--- config.mk ---
export PLATFORM = sky130hd
export DESIGN_NAME = c8ic_alu
export DESIGN_NICKNAME = d
export VERILOG_FILES = /design/src/hw/rtl/chip8_instruction_core_defines.svh /design/src/hw/rtl/c8ic_pkg.sv /design/src/hw/rtl/c8ic_alu.sv
export SDC_FILE = /design/constraint.sdc
export NUM_CORES = 1
export LEC_CHECK = 0
export BUFFER_PORTS_ARGS = -buffer_cell sky130_fd_sc_hd__buf_2
export CAP_MARGIN = 20
export CORE_MARGIN = 5
export CORE_UTILIZATION = 45
export DETAILED_ROUTE_END_ITERATION = 6
export PLACE_DENSITY = 0.67
export SLEW_MARGIN = 0
export SYNTH_ARGS = -nofsm -noshare
export SYNTH_HDL_FRONTEND = slang
export SYNTH_SLANG_ARGS = --single-unit
--- constraint.sdc ---
create_clock -name vclk -period 6.36
set_input_delay 0.954 -clock vclk [all_inputs]
set_output_delay 0.954 -clock vclk [all_outputs]
set_load 0.005 [all_outputs]
--- src/hw/rtl/chip8_instruction_core_defines.svh ---
// Assertion macros shared by the CHIP-8 core RTL.
`ifndef CHIP8_INSTRUCTION_CORE_DEFINES_SVH
`define CHIP8_INSTRUCTION_CORE_DEFINES_SVH
`ifndef ASSERT_OFF
`define C8IC_ASSERT(lbl, clk, rst_n, prop, msg) \
  lbl: assert property (@(posedge clk) disable iff (!rst_n) prop) else $error(msg);
`define C8IC_ASSERT_NEVER(lbl, clk, rst_n, cond, msg) \
  lbl: assert property (@(posedge clk) disable iff (!rst_n) !(cond)) else $error(msg);
`else
`define C8IC_ASSERT(lbl, clk, rst_n, prop, msg)
`define C8IC_ASSERT_NEVER(lbl, clk, rst_n, cond, msg)
`endif
`endif

--- src/hw/rtl/c8ic_pkg.sv ---
// Types, constants and helper functions of the CHIP-8 core.
`timescale 1ns / 1ps
package c8ic_pkg;

  localparam int ADDR_W      = 12;
  localparam int MEM_BYTES   = 4096;
  localparam int STACK_DEPTH = 16;
  localparam int SP_W        = $clog2(STACK_DEPTH);
  localparam int SCR_BYTES   = 256;
  localparam int FONT_BASE   = 80;
  localparam int FONT_LEN    = 80;
  localparam logic [ADDR_W-1:0] PROG_START_RST = 12'h200;

  localparam logic [2:0] ALU_ADD  = 3'd0;
  localparam logic [2:0] ALU_SUB  = 3'd1;
  localparam logic [2:0] ALU_AND  = 3'd2;
  localparam logic [2:0] ALU_OR   = 3'd3;
  localparam logic [2:0] ALU_XOR  = 3'd4;
  localparam logic [2:0] ALU_SHR  = 3'd5;
  localparam logic [2:0] ALU_SHL  = 3'd6;
  localparam logic [2:0] ALU_PASS = 3'd7;

  typedef struct packed {
    logic [1:0]  command;
    logic [11:0] address;
    logic [7:0]  write_data;
    logic [15:0] key_states;
    logic [7:0]  random_byte;
  } c8ic_in_t;

  typedef struct packed {
    logic [7:0]  read_data;
    logic [11:0] program_counter;
    logic [15:0] executed_opcode;
    logic        unknown_opcode;
    logic        waiting_for_key;
    logic        sound_on;
    logic        screen_changed;
  } c8ic_out_t;

  typedef struct packed {
    logic [2:0]        op;
    logic [ADDR_W-1:0] a;
    logic [ADDR_W-1:0] b;
  } c8ic_alu_req_t;

  typedef struct packed {
    logic [ADDR_W-1:0] y;
    logic              flag;
  } c8ic_alu_rsp_t;

  localparam logic [7:0] GLYPHS [FONT_LEN] = '{
    8'hF0, 8'h90, 8'h90, 8'h90, 8'hF0, 8'h20, 8'h60, 8'h20, 8'h20, 8'h70,
    8'hF0, 8'h10, 8'hF0, 8'h80, 8'hF0, 8'hF0, 8'h10, 8'hF0, 8'h10, 8'hF0,
    8'h90, 8'h90, 8'hF0, 8'h10, 8'h10, 8'hF0, 8'h80, 8'hF0, 8'h10, 8'hF0,
    8'hF0, 8'h80, 8'hF0, 8'h90, 8'hF0, 8'hF0, 8'h10, 8'h20, 8'h40, 8'h40,
    8'hF0, 8'h90, 8'hF0, 8'h90, 8'hF0, 8'hF0, 8'h90, 8'hF0, 8'h10, 8'hF0,
    8'hF0, 8'h90, 8'hF0, 8'h90, 8'h90, 8'hE0, 8'h90, 8'hE0, 8'h90, 8'hE0,
    8'hF0, 8'h80, 8'h80, 8'h80, 8'hF0, 8'hE0, 8'h90, 8'h90, 8'h90, 8'hE0,
    8'hF0, 8'h80, 8'hF0, 8'h80, 8'hF0, 8'hF0, 8'h80, 8'hF0, 8'h80, 8'h80
  };

  function automatic logic [7:0] font_byte(input logic [ADDR_W-1:0] a);
    logic [ADDR_W-1:0] off;
    off = a - ADDR_W'(FONT_BASE);
    if (a >= ADDR_W'(FONT_BASE) && a < ADDR_W'(FONT_BASE + FONT_LEN)) begin
      return GLYPHS[off[6:0]];
    end
    return 8'h00;
  endfunction

  function automatic logic [ADDR_W-1:0] font_addr(input logic [3:0] d);
    return ADDR_W'(FONT_BASE) + {6'b0, d, 2'b00} + {8'b0, d};
  endfunction

  // found flag in the MSB, lowest held key below
  function automatic logic [4:0] key_pick(input logic [15:0] keys);
    logic [4:0] r;
    r = '0;
    for (int k = 15; k >= 0; k--) begin
      if (keys[k]) begin
        r = {1'b1, 4'(k)};
      end
    end
    return r;
  endfunction

endpackage

--- src/hw/rtl/c8ic_alu.sv ---
// Shared 12-bit arithmetic, logic and shift unit of the CHIP-8 core.
`timescale 1ns / 1ps
module c8ic_alu (
  input  c8ic_pkg::c8ic_alu_req_t req,
  output c8ic_pkg::c8ic_alu_rsp_t rsp
);
  import c8ic_pkg::*;

  logic [ADDR_W:0] sum;
  logic [ADDR_W:0] diff;

  assign sum  = {1'b0, req.a} + {1'b0, req.b};
  assign diff = {1'b0, req.a} - {1'b0, req.b};

  always_comb begin
    rsp.y    = '0;
    rsp.flag = 1'b0;
    unique case (req.op)
      ALU_ADD: begin
        rsp.y    = sum[ADDR_W-1:0];
        rsp.flag = sum[8];
      end
      ALU_SUB: begin
        rsp.y    = diff[ADDR_W-1:0];
        rsp.flag = !diff[ADDR_W];
      end
      ALU_AND: rsp.y = req.a & req.b;
      ALU_OR:  rsp.y = req.a | req.b;
      ALU_XOR: rsp.y = req.a ^ req.b;
      ALU_SHR: begin
        rsp.y    = {1'b0, req.a[ADDR_W-1:1]};
        rsp.flag = req.a[0];
      end
      ALU_SHL: begin
        rsp.y    = {req.a[ADDR_W-2:0], 1'b0};
        rsp.flag = req.a[7];
      end
      ALU_PASS: rsp.y = req.b;
    endcase
  end

endmodule

==> results.sh <==
export IMPL_synth_top_cell_area_share=0.213
export IMPL_first_pass_iters=5
export IMPL_gr_total_overflow=0
export IMPL_n_fill_cell=483
export IMPL_cp_max_fo=4
export IMPL_ios=40
export IMPL_finalSetupViolCount=0
export IMPL_grtUsageMet1=0.269
export IMPL_die_w_um=78.6
export IMPL_grt_setup_unrepaired="no"
export IMPL_antenna_cells=0
export IMPL_die_h_um=78.6
export IMPL_ys_warnings_count=0
export IMPL_stdcell_area_um2=2300
export IMPL_dp_hpwl_um=4690
export IMPL_wl_per_cell_um=15.6
export IMPL_vias_per_cell=6.08
export IMPL_wirelength_um=6110
export IMPL_vias=2379
export IMPL_area_growth_pct=8.82
export IMPL_drv_cap=0
export IMPL_powerDensity_nw_per_um2=83.6
export IMPL_drive_gt1_frac=0.145
export IMPL_min_period_over_period=0.680
export IMPL_ctsResizeCount=0
export IMPL_ant_nets=0
export IMPL_place_congestion=0.909
export IMPL_hp_class="in -> out"
export IMPL_finalCriticalPeriod_ps=4320
export IMPL_cts_setup_buffers=0
export IMPL_p_total_mw=0.192
export IMPL_sw_frac_of_total=0.584
export IMPL_grt_busiest_layer="met2"
export IMPL_synth_cell_types=51
export IMPL_nClkBuffers=0
export IMPL_syn_nets=383
export IMPL_syn_avg_cell_area_um2=6.65
export IMPL_p_leak_nw=1.11
export IMPL_end_kind="output pin"
export IMPL_cp_arrival_ps=3370
export IMPL_cp_start_kind="input pin"
export IMPL_yosys_area_top_type="ha_1"
export IMPL_fin_cells=391
export IMPL_pwr_share_seq=0
export IMPL_yosys_top_cells_area="ha_1 (21%), inv_1 (6.2%), a21oi_1 (6.2%)"
export IMPL_seq_cells=0
export IMPL_use_met3=0.0218
export IMPL_rows=25
export IMPL_max_freq_mhz=231
export IMPL_port_buffers=40
export IMPL_regArea_um2=0
export IMPL_nets=404
export IMPL_antenna_found_initial=0
export IMPL_slew_headroom=0.461
export IMPL_intPower_mw=0.0800
export IMPL_start_util=0.457
export IMPL_final_hold_violation_count=0
export IMPL_cts_hold_buf=0
export IMPL_clkPwrFrac=0
export IMPL_critical_path_class="in -> out"
export IMPL_dieArea_um2=6170
export IMPL_synth_area_um2=2110
export IMPL_grt_pass1_wl_um=10000
export IMPL_outcome="finished, final reports clean"
export IMPL_placed_area_um2=2300
export IMPL_setup_tns_ps=0
export IMPL_grt_usage=0.191
export IMPL_comb_power_share=1.000
export IMPL_worst_slew_pin_slew_ps=806
export IMPL_drcViolationCount=0
export IMPL_peakVddDrop_mv=0.0280
export IMPL_drt_iter0_drc=240
export IMPL_synth_seq_area_share=0
export IMPL_grt_util_met2=0.317
export IMPL_dp_cells=391
export IMPL_grt_max_degree=45
export IMPL_drv_slew=0
export IMPL_worst_hold_slack_ps=2380
export IMPL_grt_pass1_vias=2150
export IMPL_core_area_um2=4630
export IMPL_netSwitchingPower_mw=0.112
export IMPL_syn_inst=318
export IMPL_worstPathRequired_ps=5410
## path summary, 6_finish.rpt
| kind | from | end | slack [ps] | depth (start not counted) |
|---|---|---|---|---|
| setup / recovery | req[0] | rsp[9] | 2040 | 10 |
| hold / removal | req[18] | rsp[8] | 2380 | 4 |
## worst max-delay path: stages
cell	delay, ps
buf_2	120
ha_1	240
fa_1	420
a21oi_1	230
o221ai_1	200
a21oi_1	270
nor2_1	70
a311oi_1	500
o211ai_1	180
buf_2	170
## power groups by stage
stage               clock network, mW  logic [mW]  registers, mW
CTS                                 0       0.191              0
finish                              0       0.192              0
global placement                    0       0.189              0
floorplan                           0       0.135              0
global route                        0       0.214              0
detailed placement                  0       0.191              0
## synth_stat cells, drive strengths merged (2+ instances only)
cell type  number
nor4            4
nand2          24
o31ai           3
buf             7
xnor2           5
a311oi          2
a211oi         13
ha             36
nor3            7
nor2           29
mux4            4
o21a            4
o21bai          2
nand3           6
xor2            3
nor2b           6
mux2            2
a21oi          26
nand2b          6
o22ai           2
fa              2
inv            35
o21ai          25
clkbuf         14
a31oi           3
and2            3
a22oi           2
and3            2
o221ai          3
o311ai          2
a211o           3
mux2i           7
or2             2
nor3b           2
o211ai          7
a21o            2
## cells in the final DEF, fill, tap and decap left out, drive strengths merged, types with 2 or more instances in the layout
cell type	Yosys	final
a211o	3	3
a211oi	13	13
a21o	2	2
a21oi	26	26
a22oi	2	2
a311oi	2	2
a31oi	3	3
and2	3	3
and3	2	2
buf	7	40
fa	2	2
ha	36	36
inv	35	35
mux2	2	2
mux2i	7	7
mux4	4	4
nand2	24	24
nand2b	6	6
nand3	6	6
nor2	29	29
nor2b	6	6
nor3	7	7
nor3b	2	2
nor4	4	4
o211ai	7	7
o21a	4	4
o21ai	25	25
o21bai	2	2
o221ai	3	3
o22ai	2	2
o311ai	2	2
o31ai	3	3
or2	2	2
xnor2	5	5
xor2	3	3
## through the flow
step | utilization | setup WS, ps
6_report | 0.497 | 2040
5_1_grt | 0.497 | 1950
4_1_cts | 0.497 | 2130
3_5_place_dp | 0.497 | 2130
3_3_place_gp | 0.497 | 2170
2_1_floorplan | - | 2620
## logic make-up (layout without fill, tap and decap cells)
kind of cell    count (synthesis)  in the layout  synth area share
xor+xnor                        8              8            0.0331
buf+inv                        56             75             0.101
compound gates                105            105             0.321
simple gates                   98             98             0.227
fa+ha+maj                      38             38             0.232
mux                            13             13            0.0864
## per-layer routing
layer / share of wire / vias to the layer above
li1: - / 1179
met1: 0.47 / 1092
met2: 0.44 / 95
met3: 0.078 / 13
met4: 0.014 / 0
met5: 0 / -
## cell type report
class / count / area [µm²] / area share
multi-input combinational: 262 / 1900 / 0.827
timing repair buffer: 40 / 200 / 0.0870
inverter: 35 / 131 / 0.0571
tap: 54 / 67.6 / 0.0294
Note: power is estimated with default switching activity, not from simulation.
